## config.mk

```make
export PLATFORM = sky130hd
export DESIGN_NAME = unicode_case_classify_and_map
export DESIGN_NICKNAME = d
export VERILOG_FILES = /design/src/rtl/uccm_pkg.sv /design/src/rtl/uccm_rules.sv /design/src/rtl/unicode_case_classify_and_map.sv
export SDC_FILE = /design/constraint.sdc
export NUM_CORES = 1
export LEC_CHECK = 0
export BUFFER_PORTS_ARGS = -buffer_cell sky130_fd_sc_hd__buf_2
export CAP_MARGIN = 15
export CORE_MARGIN = 2
export CORE_UTILIZATION = 35
export CTS_CLUSTER_SIZE = 10
export DETAILED_ROUTE_END_ITERATION = 12
export GPL_TIMING_DRIVEN = 0
export PLACE_DENSITY = 0.5
export SYNTH_ARGS = -nofsm -noshare
export SYNTH_HDL_FRONTEND = slang
export SYNTH_SLANG_ARGS = --single-unit
```

## constraint.sdc

```tcl
create_clock -name clk -period 7.6 [get_ports clk]
set_input_delay 0.38 -clock clk [delete_from_list [all_inputs] [get_ports clk]]
set_output_delay 0.38 -clock clk [all_outputs]
set_load 0.05 [all_outputs]
```

## src/rtl/uccm_pkg.sv

```systemverilog
// Package for the Unicode case classifier and mapper.
// Holds the code point type, the rule kinds and the irregular pair table.
`default_nettype none
package uccm_pkg;

    typedef logic [20:0] cp_t;

    // How the map stage builds a form from the code point.
    typedef enum logic [2:0] {
        OP_KEEP,
        OP_ADD,
        OP_SUB,
        OP_CONST
    } op_kind_t;

    typedef struct packed {
        op_kind_t    kind;
        logic [20:0] value;
    } map_op_t;

    // Result of a search of the irregular pair table.
    typedef struct packed {
        logic hit;
        cp_t  partner;
    } pair_hit_t;

    localparam int PairCount = 59;

    function automatic logic [41:0] pair_entry(input int i);
        logic [41:0] r;
        begin
            case (i)
                0:  r = {21'h0181, 21'h0253};
                1:  r = {21'h0182, 21'h0183};
                2:  r = {21'h0184, 21'h0185};
                3:  r = {21'h0186, 21'h0254};
                4:  r = {21'h0187, 21'h0188};
                5:  r = {21'h0189, 21'h0256};
                6:  r = {21'h018A, 21'h0257};
                7:  r = {21'h018B, 21'h018C};
                8:  r = {21'h018E, 21'h0258};
                9:  r = {21'h018F, 21'h0259};
                10: r = {21'h0190, 21'h025B};
                11: r = {21'h0191, 21'h0192};
                12: r = {21'h0193, 21'h0260};
                13: r = {21'h0194, 21'h0263};
                14: r = {21'h0196, 21'h0269};
                15: r = {21'h0197, 21'h0268};
                16: r = {21'h0198, 21'h0199};
                17: r = {21'h019C, 21'h026F};
                18: r = {21'h019D, 21'h0272};
                19: r = {21'h019F, 21'h0275};
                20: r = {21'h01A0, 21'h01A1};
                21: r = {21'h01A2, 21'h01A3};
                22: r = {21'h01A4, 21'h01A5};
                23: r = {21'h01A6, 21'h0280};
                24: r = {21'h01A7, 21'h01A8};
                25: r = {21'h01AC, 21'h01AD};
                26: r = {21'h01AE, 21'h0288};
                27: r = {21'h01AF, 21'h01B0};
                28: r = {21'h01B1, 21'h028A};
                29: r = {21'h01B2, 21'h028B};
                30: r = {21'h01B3, 21'h01B4};
                31: r = {21'h01B5, 21'h01B6};
                32: r = {21'h01B7, 21'h0292};
                33: r = {21'h01B8, 21'h01B9};
                34: r = {21'h01BC, 21'h01BD};
                35: r = {21'h01C4, 21'h01C6};
                36: r = {21'h01C7, 21'h01C9};
                37: r = {21'h01CA, 21'h01CC};
                38: r = {21'h01F1, 21'h01F3};
                39: r = {21'h01F4, 21'h01F5};
                40: r = {21'h01F7, 21'h01BF};
                41: r = {21'h0220, 21'h019E};
                42: r = {21'h023B, 21'h023C};
                43: r = {21'h023D, 21'h019A};
                44: r = {21'h0241, 21'h0242};
                45: r = {21'h0243, 21'h0180};
                46: r = {21'h0244, 21'h0289};
                47: r = {21'h0245, 21'h028C};
                48: r = {21'h0283, 21'h01A9};
                49: r = {21'h02C0, 21'h0294};
                50: r = {21'h2C64, 21'h027D};
                51: r = {21'h2C6D, 21'h0251};
                52: r = {21'h2C6E, 21'h0271};
                53: r = {21'h2C6F, 21'h0250};
                54: r = {21'h2C70, 21'h0252};
                55: r = {21'h2C7E, 21'h023F};
                56: r = {21'h2C7F, 21'h0240};
                57: r = {21'h0A78D, 21'h0265};
                58: r = {21'h0A7AE, 21'h026A};
                default: r = '0;
            endcase
            return r;
        end
    endfunction

    // With by_lower low the upper column is searched and the lower partner
    // comes back; with by_lower high it is the other way round.
    function automatic pair_hit_t pair_lookup(input cp_t c, input logic by_lower);
        pair_hit_t   r;
        logic [41:0] e;
        begin
            r.hit     = 1'b0;
            r.partner = c;
            for (int i = 0; i < PairCount; i++)
            begin
                e = pair_entry(i);
                if (!r.hit && !by_lower && e[41:21] == c)
                begin
                    r.hit     = 1'b1;
                    r.partner = e[20:0];
                end
                if (!r.hit && by_lower && e[20:0] == c)
                begin
                    r.hit     = 1'b1;
                    r.partner = e[41:21];
                end
            end
            return r;
        end
    endfunction

    function automatic logic inr(input cp_t c, input cp_t lo, input cp_t hi);
        return (c >= lo) && (c <= hi);
    endfunction

endpackage
`default_nettype wire

```

## src/rtl/uccm_rules.sv

```systemverilog
// Rule decode stage logic: turns a code point into lower and upper map operations.
// Pure combinational; takes the registered pair table hits; uses uccm_pkg.
`default_nettype none
module uccm_rules (
    input  wire uccm_pkg::cp_t       cp,
    input  wire uccm_pkg::pair_hit_t lo_pair,
    input  wire uccm_pkg::pair_hit_t up_pair,
    output uccm_pkg::map_op_t        lo_op,
    output uccm_pkg::map_op_t        up_op
);
    import uccm_pkg::*;

    logic lo_hit;
    logic up_hit;
    cp_t  lo_partner;
    cp_t  up_partner;
    logic odd;
    logic ev;

    assign odd = cp[0];
    assign ev  = ~cp[0];

    // The pair table was searched one stage earlier.
    assign lo_hit     = lo_pair.hit;
    assign lo_partner = lo_pair.partner;
    assign up_hit     = up_pair.hit;
    assign up_partner = up_pair.partner;

    function automatic map_op_t mk(input op_kind_t k, input int v);
        map_op_t m;
        begin
            m.kind  = k;
            m.value = 21'(v);
            return m;
        end
    endfunction

    always_comb
    begin
        lo_op = mk(OP_KEEP, 0);
        if (cp >= 21'h41 && cp <= 21'h5A) lo_op = mk(OP_ADD, 'h20);
        else if (cp >= 21'hC0 && cp <= 21'hDE && cp != 21'hD7) lo_op = mk(OP_ADD, 'h20);
        else if (cp >= 21'h100 && cp <= 21'h17D &&
                 ((inr(cp, 21'h100, 21'h136) && ev) || (inr(cp, 21'h139, 21'h147) && odd) ||
                  (inr(cp, 21'h14A, 21'h176) && ev) || (inr(cp, 21'h179, 21'h17D) && odd)))
            lo_op = mk(OP_ADD, 1);
        else if (cp == 21'h178) lo_op = mk(OP_CONST, 'hFF);
        else if (cp >= 21'h181 && lo_hit)
        begin
            lo_op.kind  = OP_CONST;
            lo_op.value = lo_partner;
        end
        else if (cp >= 21'h181 && cp <= 21'h24E &&
                 ((inr(cp, 21'h1CD, 21'h1DB) && odd) ||
                  ((inr(cp, 21'h1DE, 21'h1EE) || inr(cp, 21'h1F8, 21'h1FE) ||
                    inr(cp, 21'h200, 21'h21E) || inr(cp, 21'h222, 21'h232) ||
                    inr(cp, 21'h246, 21'h24E)) && ev)))
            lo_op = mk(OP_ADD, 1);
        else if (cp == 21'h386) lo_op = mk(OP_CONST, 'h3AC);
        else if (inr(cp, 21'h388, 21'h38A)) lo_op = mk(OP_ADD, 'h25);
        else if (cp == 21'h38C) lo_op = mk(OP_CONST, 'h3CC);
        else if (cp == 21'h38E) lo_op = mk(OP_CONST, 'h3CD);
        else if (cp == 21'h38F) lo_op = mk(OP_CONST, 'h3CE);
        else if (inr(cp, 21'h391, 21'h3A1) || inr(cp, 21'h3A3, 21'h3AB))
            lo_op = mk(OP_ADD, 'h20);
        else if (inr(cp, 21'h3E2, 21'h3EE) && ev) lo_op = mk(OP_ADD, 1);
        else if (inr(cp, 21'h401, 21'h40C)) lo_op = mk(OP_ADD, 'h50);
        else if (cp == 21'h40E) lo_op = mk(OP_CONST, 'h45E);
        else if (cp == 21'h40F) lo_op = mk(OP_CONST, 'h45F);
        else if (inr(cp, 21'h410, 21'h42F)) lo_op = mk(OP_ADD, 'h20);
        else if (((inr(cp, 21'h460, 21'h480) || inr(cp, 21'h490, 21'h4BE) ||
                   inr(cp, 21'h4D0, 21'h4EA) || inr(cp, 21'h4EE, 21'h4F4)) && ev) ||
                 cp == 21'h4C1 || cp == 21'h4C3 || cp == 21'h4C7 || cp == 21'h4CB ||
                 cp == 21'h4F8)
            lo_op = mk(OP_ADD, 1);
        else if (inr(cp, 21'h531, 21'h556) || inr(cp, 21'h10A0, 21'h10C5))
            lo_op = mk(OP_ADD, 'h30);
        else if ((inr(cp, 21'h1E00, 21'h1E94) || inr(cp, 21'h1EA0, 21'h1EF8)) && ev)
            lo_op = mk(OP_ADD, 1);
        else if (cp == 21'h1E9E) lo_op = mk(OP_CONST, 'hDF);
        else if (inr(cp, 21'h1F08, 21'h1F0F) || inr(cp, 21'h1F18, 21'h1F1D) ||
                 inr(cp, 21'h1F28, 21'h1F2F) || inr(cp, 21'h1F38, 21'h1F3F) ||
                 inr(cp, 21'h1F48, 21'h1F4D) || (inr(cp, 21'h1F59, 21'h1F5F) && odd) ||
                 inr(cp, 21'h1F68, 21'h1F6F) || inr(cp, 21'h1F88, 21'h1F8F) ||
                 inr(cp, 21'h1F98, 21'h1F9F) || inr(cp, 21'h1FA8, 21'h1FAF) ||
                 inr(cp, 21'h1FB8, 21'h1FB9) || inr(cp, 21'h1FD8, 21'h1FD9) ||
                 inr(cp, 21'h1FE8, 21'h1FE9))
            lo_op = mk(OP_SUB, 8);
        else if (inr(cp, 21'h24B6, 21'h24CF)) lo_op = mk(OP_ADD, 'h1A);
        else if (inr(cp, 21'hFF21, 21'hFF3A)) lo_op = mk(OP_ADD, 'h20);
    end

    always_comb
    begin
        up_op = mk(OP_KEEP, 0);
        if (inr(cp, 21'h61, 21'h7A)) up_op = mk(OP_SUB, 'h20);
        else if (cp == 21'hDF) up_op = mk(OP_CONST, 'h1E9E);
        else if (inr(cp, 21'hE0, 21'hFE) && cp != 21'hF7) up_op = mk(OP_SUB, 'h20);
        else if (cp == 21'hFF) up_op = mk(OP_CONST, 'h178);
        else if (((inr(cp, 21'h101, 21'h137) || inr(cp, 21'h14B, 21'h177)) && odd) ||
                 ((inr(cp, 21'h13A, 21'h148) || inr(cp, 21'h17A, 21'h17E)) && ev))
            up_op = mk(OP_SUB, 1);
        else if (cp >= 21'h180 && up_hit)
        begin
            up_op.kind  = OP_CONST;
            up_op.value = up_partner;
        end
        else if ((inr(cp, 21'h1CE, 21'h1DC) && ev) ||
                 ((inr(cp, 21'h1DF, 21'h1EF) || inr(cp, 21'h1F9, 21'h21F) ||
                   inr(cp, 21'h223, 21'h233) || inr(cp, 21'h247, 21'h24F)) && odd))
            up_op = mk(OP_SUB, 1);
        else if (cp == 21'h3AC) up_op = mk(OP_CONST, 'h386);
        else if (inr(cp, 21'h3AD, 21'h3AF)) up_op = mk(OP_SUB, 'h25);
        else if (inr(cp, 21'h3B1, 21'h3C1) || inr(cp, 21'h3C3, 21'h3CB))
            up_op = mk(OP_SUB, 'h20);
        else if (cp == 21'h3CC) up_op = mk(OP_CONST, 'h38C);
        else if (cp == 21'h3CD) up_op = mk(OP_CONST, 'h38E);
        else if (cp == 21'h3CE) up_op = mk(OP_CONST, 'h38F);
        else if (inr(cp, 21'h3E3, 21'h3EF) && odd) up_op = mk(OP_SUB, 1);
        else if (inr(cp, 21'h430, 21'h44F)) up_op = mk(OP_SUB, 'h20);
        else if (inr(cp, 21'h451, 21'h45C)) up_op = mk(OP_SUB, 'h50);
        else if (cp == 21'h45E) up_op = mk(OP_CONST, 'h40E);
        else if (cp == 21'h45F) up_op = mk(OP_CONST, 'h40F);
        else if (((inr(cp, 21'h461, 21'h481) || inr(cp, 21'h491, 21'h4BF) ||
                   inr(cp, 21'h4D1, 21'h4EB) || inr(cp, 21'h4EF, 21'h4F5)) && odd) ||
                 cp == 21'h4C2 || cp == 21'h4C4 || cp == 21'h4C8 || cp == 21'h4CC ||
                 cp == 21'h4F9)
            up_op = mk(OP_SUB, 1);
        else if (inr(cp, 21'h561, 21'h586) || inr(cp, 21'h10D0, 21'h10F5))
            up_op = mk(OP_SUB, 'h30);
        else if ((inr(cp, 21'h1E01, 21'h1E95) || inr(cp, 21'h1EA1, 21'h1EF9)) && odd)
            up_op = mk(OP_SUB, 1);
        else if (inr(cp, 21'h1F00, 21'h1F07) || inr(cp, 21'h1F10, 21'h1F15) ||
                 inr(cp, 21'h1F20, 21'h1F27) || inr(cp, 21'h1F30, 21'h1F37) ||
                 inr(cp, 21'h1F40, 21'h1F45) || (inr(cp, 21'h1F51, 21'h1F57) && odd) ||
                 inr(cp, 21'h1F60, 21'h1F67) || inr(cp, 21'h1F80, 21'h1F87) ||
                 inr(cp, 21'h1F90, 21'h1F97) || inr(cp, 21'h1FA0, 21'h1FA7) ||
                 inr(cp, 21'h1FB0, 21'h1FB1) || inr(cp, 21'h1FD0, 21'h1FD1) ||
                 inr(cp, 21'h1FE0, 21'h1FE1))
            up_op = mk(OP_ADD, 8);
        else if (inr(cp, 21'h24D0, 21'h24E9)) up_op = mk(OP_SUB, 'h1A);
        else if (inr(cp, 21'hFF41, 21'hFF5A)) up_op = mk(OP_SUB, 'h20);
    end

endmodule
`default_nettype wire

```

## src/rtl/unicode_case_classify_and_map.sv

```systemverilog
// Top level of the Unicode case classifier and mapper: a three-stage pipeline.
// Uses uccm_pkg and uccm_rules.
//
//  channel | signals                                   | direction
//  input   | valid, stall, code_point                  | item in
//  output  | out_valid, out_stall, is_lower_case,      | item out
//          | is_upper_case, lower_form, upper_form     |
//
// One item per cycle while out_stall is low; stages in order: pair lookup, rule decode, form.
// Reset clears the stage valid bits only; data registers are not reset.
// A stage advances when it is empty or the next one does, the last when it is
// empty or taken; an output stall freezes full stages up to a bubble, squeezed out.
`default_nettype none
module unicode_case_classify_and_map (
    input  wire         clk,
    input  wire         rst_n,
    input  wire         valid,
    output logic        stall,
    input  wire  [20:0] code_point,
    output logic        out_valid,
    input  wire         out_stall,
    output logic        is_lower_case,
    output logic        is_upper_case,
    output logic [20:0] lower_form,
    output logic [20:0] upper_form
);
    import uccm_pkg::*;

    logic      s1_v_reg, s2_v_reg, s3_v_reg;
    cp_t       s1_cp_reg, s2_cp_reg;
    pair_hit_t s1_lo_pair_reg, s1_up_pair_reg;
    map_op_t   s2_lo_reg, s2_up_reg;
    cp_t       s3_lo_reg, s3_up_reg, s3_cp_reg;
    map_op_t   lo_op_next, up_op_next;
    logic      en3, en2, en1;

    assign en3   = !s3_v_reg || !out_stall;
    assign en2   = !s2_v_reg || en3;
    assign en1   = !s1_v_reg || en2;
    assign stall = !en1;

    uccm_rules u_rules (
        .cp      (s1_cp_reg),
        .lo_pair (s1_lo_pair_reg),
        .up_pair (s1_up_pair_reg),
        .lo_op   (lo_op_next),
        .up_op   (up_op_next)
    );

    function automatic cp_t apply(input map_op_t m, input cp_t c);
        cp_t r;
        begin
            case (m.kind)
                OP_ADD:   r = c + m.value;
                OP_SUB:   r = c - m.value;
                OP_CONST: r = m.value;
                default:  r = c;
            endcase
            return r;
        end
    endfunction

    always_ff @(posedge clk or negedge rst_n)
    begin
        if (!rst_n)
        begin
            s1_v_reg <= 1'b0;
            s2_v_reg <= 1'b0;
            s3_v_reg <= 1'b0;
        end
        else
        begin
            if (en1) s1_v_reg <= valid;
            if (en2) s2_v_reg <= s1_v_reg;
            if (en3) s3_v_reg <= s2_v_reg;
        end
    end

    always_ff @(posedge clk)
    begin
        if (en1)
        begin
            s1_cp_reg      <= code_point;
            s1_lo_pair_reg <= pair_lookup(code_point, 1'b0);
            s1_up_pair_reg <= pair_lookup(code_point, 1'b1);
        end
        if (en2)
        begin
            s2_cp_reg <= s1_cp_reg;
            s2_lo_reg <= lo_op_next;
            s2_up_reg <= up_op_next;
        end
        if (en3)
        begin
            s3_cp_reg <= s2_cp_reg;
            s3_lo_reg <= apply(s2_lo_reg, s2_cp_reg);
            s3_up_reg <= apply(s2_up_reg, s2_cp_reg);
        end
    end

    assign out_valid     = s3_v_reg;
    assign lower_form    = s3_lo_reg;
    assign upper_form    = s3_up_reg;
    assign is_lower_case = (s3_up_reg != s3_cp_reg);
    assign is_upper_case = (s3_lo_reg != s3_cp_reg);

`ifndef ASSERT_OFF
    a_hold_out: assert property (@(posedge clk) disable iff (!rst_n)
        out_valid && out_stall |=> out_valid && $stable(lower_form) && $stable(upper_form))
        else $error("output item changed while stalled");
    a_no_stall_empty: assert property (@(posedge clk) disable iff (!rst_n)
        !s3_v_reg |-> !stall)
        else $error("input stalled with empty last stage");
    a_not_both: assert property (@(posedge clk) disable iff (!rst_n)
        out_valid |-> !(is_lower_case && is_upper_case))
        else $error("item flagged both lower and upper");
`endif

endmodule
`default_nettype wire
```

==> results of run 1 <==
-- worst max-delay path, stage by stage (launching register included) --
cell,delay (ns)
edfxtp_1,0.42
inv_1,0.11
ha_1,0.18
clkbuf_1,0.54
buf_1,0.57
nor2_1,0.11
xnor2_1,0.15
ha_1,0.32
nor2b_1,0.15
o21ai_0,0.18
a21boi_0,0.17
o31ai_1,0.49
a311oi_1,0.27
a31oi_1,0.58
o21ai_0,0.22
xor2_1,0.18
a221oi_1,0.37
a21oi_1,0.09
-- path summary, 6_finish.rpt --
| check | depth (start not counted) | to | start |
|---|---|---|---|
| hold reg to reg | 0 | s2_cp_reg[18] | s1_cp_reg[18] |
| setup reg to reg | 17 | lower_form[16] | s2_lo_reg[21] |
| max in group asynchronous | 2 | s2_v_reg | rst_n |
| min in group asynchronous | 2 | out_valid | rst_n |
| hold / removal | 1 | s1_cp_reg[3] | code_point[3] |
| setup / recovery | 17 | lower_form[16] | s2_lo_reg[21] |
-- metrics by stage --
step	area, µm²	worst slack (ns)	utilization (%)	power [mW]
final	18800	2.20	39.5	4.29
after global placement	17900	2.20	37.7	3.30
after floorplan	16800	3.39	-	2.77
after global routing	18800	2.00	39.5	4.52
after CTS	18800	2.18	39.4	4.30
after detailed placement	18100	2.21	38.1	3.31
-- cell type report --
type                            count  area [µm²]  share of cell area, %
Sequential cell                   198        5930                   31.6
Timing Repair Buffer               79         493                   2.63
Clock buffer                       17         425                   2.27
Multi-Input combinational cell   1609       10100                   53.9
Clock inverter                     15         224                   1.19
Buffer                            142         577                   3.07
Tap cell                          615         769                   4.10
Antenna cell                        1        2.50                 0.0133
Inverter                           59         221                   1.18
-- cells by family (layout without fill, tap and decap cells) --
family | after synthesis | after routing | synth area share, %
and+or+nand+nor | 835 | 835 | 26.1
AOI/OAI and AO/OA | 599 | 599 | 23.5
adders and majority gates | 51 | 51 | 3.87
xor gates and xnor gates | 119 | 119 | 6.20
DFF | 198 | 198 | 35.3
muxes | 5 | 5 | 0.320
other | 0 | 1 | 0
buffers and inverters | 201 | 312 | 4.75
-- synth_stat cells (7+ instances only) --
cell	count	area, µm²
a2111oi_0	7	61.3
a211oi_1	12	90.1
a21boi_0	7	52.6
a21o_1	21	158
a21oi_1	165	826
a221oi_1	42	368
a22oi_1	13	97.6
a31oi_1	35	219
a32oi_1	9	78.8
and2_1	37	231
and3_1	29	181
and4_1	7	61.3
buf_1	9	33.8
buf_2	20	100
clkbuf_1	109	409
edfxtp_1	195	5860
ha_1	48	601
inv_1	58	218
nand2_1	176	661
nand2b_1	37	231
nand3_1	81	405
nand3b_1	7	52.6
nand4_1	38	238
nor2_1	194	728
nor2b_1	35	219
nor3_1	59	295
nor4_1	41	257
o211ai_1	17	128
o21a_1	9	67.6
o21ai_0	127	636
o221ai_1	13	114
o22ai_1	16	100
o31ai_1	12	90.1
or2_2	16	100
or3_1	20	125
xnor2_1	92	806
xor2_1	27	236
-- power by group --
group / leakage [nW] / total, mW / switching (mW) / internal, mW
registers: 2.06 / 1.56 / 0.154 / 1.41
logic: 4.31 / 1.75 / 1.16 / 0.584
clock network: 0.312 / 0.987 / 0.521 / 0.466
total: 6.68 / 4.29 / 1.84 / 2.46
-- per-layer routing --
| metal | global-route usage [%] | routed length, µm | vias to the layer above | share of wire [%] |
|---|---|---|---|---|
| met3 | 6.86 | 7250 | 209 | 9.0 |
| li1 | - | - | 7781 | - |
| met2 | 52.3 | 37100 | 1036 | 46 |
| met1 | 41.5 | 32700 | 8494 | 40 |
| met4 | 13.6 | 3710 | 6 | 4.6 |
| met5 | 0 | 43 | - | 0.053 |
-- what timing repair did --
item                                   in CTS  in global routing
endpoints found under the hold margin       3                  0
setup endpoints to repair                   0                  0
hold buffers                                1                  0
setup buffers                               0                  0
==> flow_metrics.env, run 1 <==
export IMPL_status="completed"
export IMPL_grt_pass1_wl_um=116000
export IMPL_r2r_slack_ns=2.20
export IMPL_die_x_um=223
export IMPL_synth_edf_count=195
export IMPL_hold_viol=0
export IMPL_final_cell_mix="edfxtp_1, nor2_1, nand2_1"
export IMPL_cts_tree="done"
export IMPL_skew_ns=0.0260
export IMPL_dieArea_mm2=0.0498
export IMPL_slew_viol_final=0
export IMPL_cts_num_sinks=198
export IMPL_final_nets=2181
export IMPL_synthArstFlopShare_pct=1.52
export IMPL_ys_seq_area_share_pct=35.3
export IMPL_ys_ff_latch=198
export IMPL_grt_pass1_vias=16599
export IMPL_yosysWarnings=0
export IMPL_period_minus_slack_ns=5.40
export IMPL_grt_ovfl_total=0
export IMPL_postSynthAreaPerCell_um2=8.38
export IMPL_rsz0062_at_grt="no"
export IMPL_maxCapViolCount=0
export IMPL_clkLatencyLatePin_ns=0.50
export IMPL_fp_dieH_um=223
export IMPL_area_delta_synth_final_pct=11.5
export IMPL_port_buffers=70
export IMPL_cts_max_level=4
export IMPL_cts_buffer_depth=2
export IMPL_num_rows=80
export IMPL_track_usage_pct=32.2
export IMPL_gp_congestion=1.02
export IMPL_setup_viol=0
export IMPL_vias_per_cell=6.41
export IMPL_ys_flop_type="edfxtp_1"
export IMPL_synth_area_mm2=0.0168
export IMPL_grt_max_degree=65
export IMPL_post_dp_hpwl_um=64600
export IMPL_synth_cell_type_count=105
export IMPL_hold_path_class="input port to flip-flop"
export IMPL_critical_path_class="flip-flop to flip-flop"
export IMPL_numCtsBuffers=17
export IMPL_cts_resized=0
export IMPL_synth_net_count=2083
export IMPL_worstSetupStartpointType="flip-flop"
export IMPL_initial_core_util_pct=35.4
export IMPL_tns_ns=0
export IMPL_fmax_mhz=185
export IMPL_wl_per_cell_um=29.6
export IMPL_whs_ns=0.0647
export IMPL_detail_route_antenna_nets=0
export IMPL_worst_pin_slew_ns=1.32
export IMPL_peakVddDrop_mv=0.168
export IMPL_crit_arrival_ns=5.60
export IMPL_final_common_cell="edfxtp_1"
export IMPL_layout_drive_gt1_share_pct=9.53
export IMPL_drc=0
export IMPL_period_share_pct=71.0
export IMPL_clk_transition_reported_paths_ns=0.10
export IMPL_drt_iter0_drc=2164
export IMPL_fin_cells=2735
export IMPL_worst_ep_required_time_ns=7.80
export IMPL_antenna_found_initial=6
export IMPL_crit_path_end_kind="flip-flop"
export IMPL_num_vias=17526
export IMPL_slew_headroom_pct=11.7
export IMPL_synthCells=2008
export IMPL_drtPass1Iterations=6
export IMPL_fillerInstances=4945
export IMPL_wl_um=80900
export IMPL_cts_root_buf="clkbuf_16"
export IMPL_p_leak_nw=6.68
export IMPL_p_per_area_mw_per_mm2=229
export IMPL_dp_cells=2700
export IMPL_core_area_mm2=0.0475
export IMPL_crit_path_max_fanout=10
export IMPL_pin_count=71
Note: power is estimated with default switching activity, not from simulation.
==> run 2: changes to the inputs <==
==> constraint.sdc (replaced) <==
create_clock -name clk -period 5.48 [get_ports clk]
set_input_delay 0.274 -clock clk [delete_from_list [all_inputs] [get_ports clk]]
set_output_delay 0.274 -clock clk [all_outputs]
set_load 0.05 [all_outputs]
==> run 2 against run 1 <==
Non-clock buffer count up 5. Clock power is 39% higher. Clock skew is 0.0014 ns lower. Maximum frequency increased by 3.6%. Sequential cell count unchanged. Worst hold slack got worse by 0.036 ns. Total power rose by 39%. Die area is the same. Critical path type unchanged. Largest cell class unchanged. Largest power group unchanged.
==> flow_metrics.env, run 2 (synthesis results as in run 1) <==
export IMPL_crit_path_end_kind="flip-flop"
export IMPL_cts_max_level=4
export IMPL_crit_arrival_ns=5.42
export IMPL_area_delta_synth_final_pct=11.8
export IMPL_crit_path_max_fanout=10
export IMPL_layout_drive_gt1_share_pct=9.60
export IMPL_critical_path_cell_chain="inv_1 > ha_1 > clkbuf_1 > clkbuf_2 > nor2_1 > xnor2_1 > ha_1 > nor2b_1 > o21ai_0 > a21boi_0 > o31ai_1 > a311oi_1 > a31oi_1 > o21ai_0 > xor2_1 > a221oi_1 > a21oi_1"
export IMPL_wl_um=80900
export IMPL_core_area_mm2=0.0475
export IMPL_p_per_area_mw_per_mm2=317
export IMPL_fin_cells=2740
export IMPL_clk_transition_reported_paths_ns=0.09
export IMPL_worst_ep_required_time_ns=5.69
export IMPL_fillerInstances=4940
export IMPL_drt_iter0_drc=2392
export IMPL_slew_headroom_pct=12.0
export IMPL_pin_count=71
export IMPL_antenna_found_initial=6
export IMPL_path_depth=17
export IMPL_crit_slowest_cell="a31oi_1"
export IMPL_cts_num_sinks=198
export IMPL_vias_per_cell=6.38
export IMPL_total_power_mw=5.96
export IMPL_clkLatencyLatePin_ns=0.50
export IMPL_track_usage_pct=32.2
export IMPL_final_cell_mix="edfxtp_1, nor2_1, nand2_1"
export IMPL_initial_core_util_pct=35.4
export IMPL_tns_ns=0
export IMPL_gp_congestion=1.02
export IMPL_maxCapViolCount=0
export IMPL_slew_viol_final=0
export IMPL_r2r_start="s2_lo_reg[21]"
export IMPL_worstSetupStartpointType="flip-flop"
export IMPL_grt_ovfl_total=0
export IMPL_die_x_um=223
export IMPL_num_rows=80
export IMPL_p_leak_nw=6.70
export IMPL_crit_buf_inv=3
export IMPL_cts_tree="done"
export IMPL_port_buffers=70
export IMPL_rsz0062_at_grt="no"
export IMPL_dp_cells=2700
export IMPL_fp_dieH_um=223
export IMPL_peakVddDrop_mv=0.235
export IMPL_cts_setup_buffers=0
export IMPL_grt_max_degree=65
export IMPL_hold_viol=0
export IMPL_cts_root_buf="clkbuf_16"
export IMPL_setup_viol=0
export IMPL_final_nets=2186
export IMPL_min_from="code_point[0]"
export IMPL_final_common_cell="edfxtp_1"
export IMPL_period_share_pct=95.1
export IMPL_drtPass1Iterations=7
export IMPL_slowest_delay_ns=0.59
export IMPL_worst_pin_slew_ns=1.32
export IMPL_period_minus_slack_ns=5.21
export IMPL_post_dp_hpwl_um=64600
export IMPL_fmax_mhz=192
export IMPL_num_vias=17469
export IMPL_dieArea_mm2=0.0498
export IMPL_numCtsBuffers=17
export IMPL_hold_path_class="input port to flip-flop"
export IMPL_drc=0
export IMPL_critical_path_class="flip-flop to flip-flop"
export IMPL_detail_route_antenna_nets=0
export IMPL_grt_pass1_vias=16616
export IMPL_cts_buffer_depth=2
export IMPL_whs_ns=0.0289
export IMPL_hold_path_depth=1
export IMPL_status="completed"
export IMPL_skew_ns=0.0246
export IMPL_path_delay_family="compound AO/OA/AOI/OAI gates"
export IMPL_startpoint="s2_lo_reg[21]"
export IMPL_wl_per_cell_um=29.5
export IMPL_worst_r2r_cell_count=17
export IMPL_grt_pass1_wl_um=116000
==> run 2: changes by cell type in the layout (fill, tap and decap cells not counted), sizes merged <==
cell	previous run	this run
buf	111	110
clkbuf	126	127
dlygate4sd3	1	6
==> run 2: through the flow <==
stage               util [%]  area [µm²]  worst slack (ns)
floorplan                  -       16800              1.38
global placement        37.7       17900            0.0786
detailed placement      38.1       18100            0.0901
CTS                     39.6       18800            0.0603
global route            39.6       18800            0.0818
finish                  39.6       18800             0.270
==> run 2: routing by layer <==
metal / share of wire, % / GRT usage [%] / wire [µm] / up-vias
li1: - / - / - / 7796
met1: 40 / 41.5 / 32600 / 8393
met2: 46 / 52.3 / 37200 / 1066
met3: 9.1 / 6.84 / 7400 / 208
met4: 4.5 / 13.6 / 3640 / 6
met5: 0.057 / 0 / 46 / -
==> run 2: final timing paths <==
path	endpoint	slack [ns]
setup / recovery	lower_form[16]	0.27
hold / removal	s1_cp_reg[0]	0.03
setup reg to reg	lower_form[16]	0.27
hold reg to reg	s2_cp_reg[18]	0.45
max in group asynchronous	s2_v_reg	5.25
min in group asynchronous	out_valid	0.11
==> run 2: final cells by class <==
cell class / count / area [µm²] / area share [%]
plain buffers: 142 / 579 / 3.08
repair buffers: 84 / 543 / 2.89
well taps: 615 / 769 / 4.09
inverters: 59 / 221 / 1.18
flip-flops and latches: 198 / 5930 / 31.5
multi-input cells: 1609 / 10100 / 53.8
clock buffers: 17 / 425 / 2.26
diodes: 1 / 2.50 / 0.0133
clock inverters: 15 / 224 / 1.19
==> run 2: repair_timing <==
item	in CTS	in global routing
hold buffers	6	0
endpoints found under the setup margin	0	3
resized for setup	0	3
hold endpoints to repair	8	0
==> run 2: power by group <==
group / internal, mW / switching (mW) / total, mW / leakage, nW
registers: 1.95 / 0.213 / 2.16 / 2.06
logic: 0.813 / 1.61 / 2.43 / 4.34
clock network: 0.646 / 0.722 / 1.37 / 0.312
total: 3.41 / 2.55 / 5.96 / 6.70
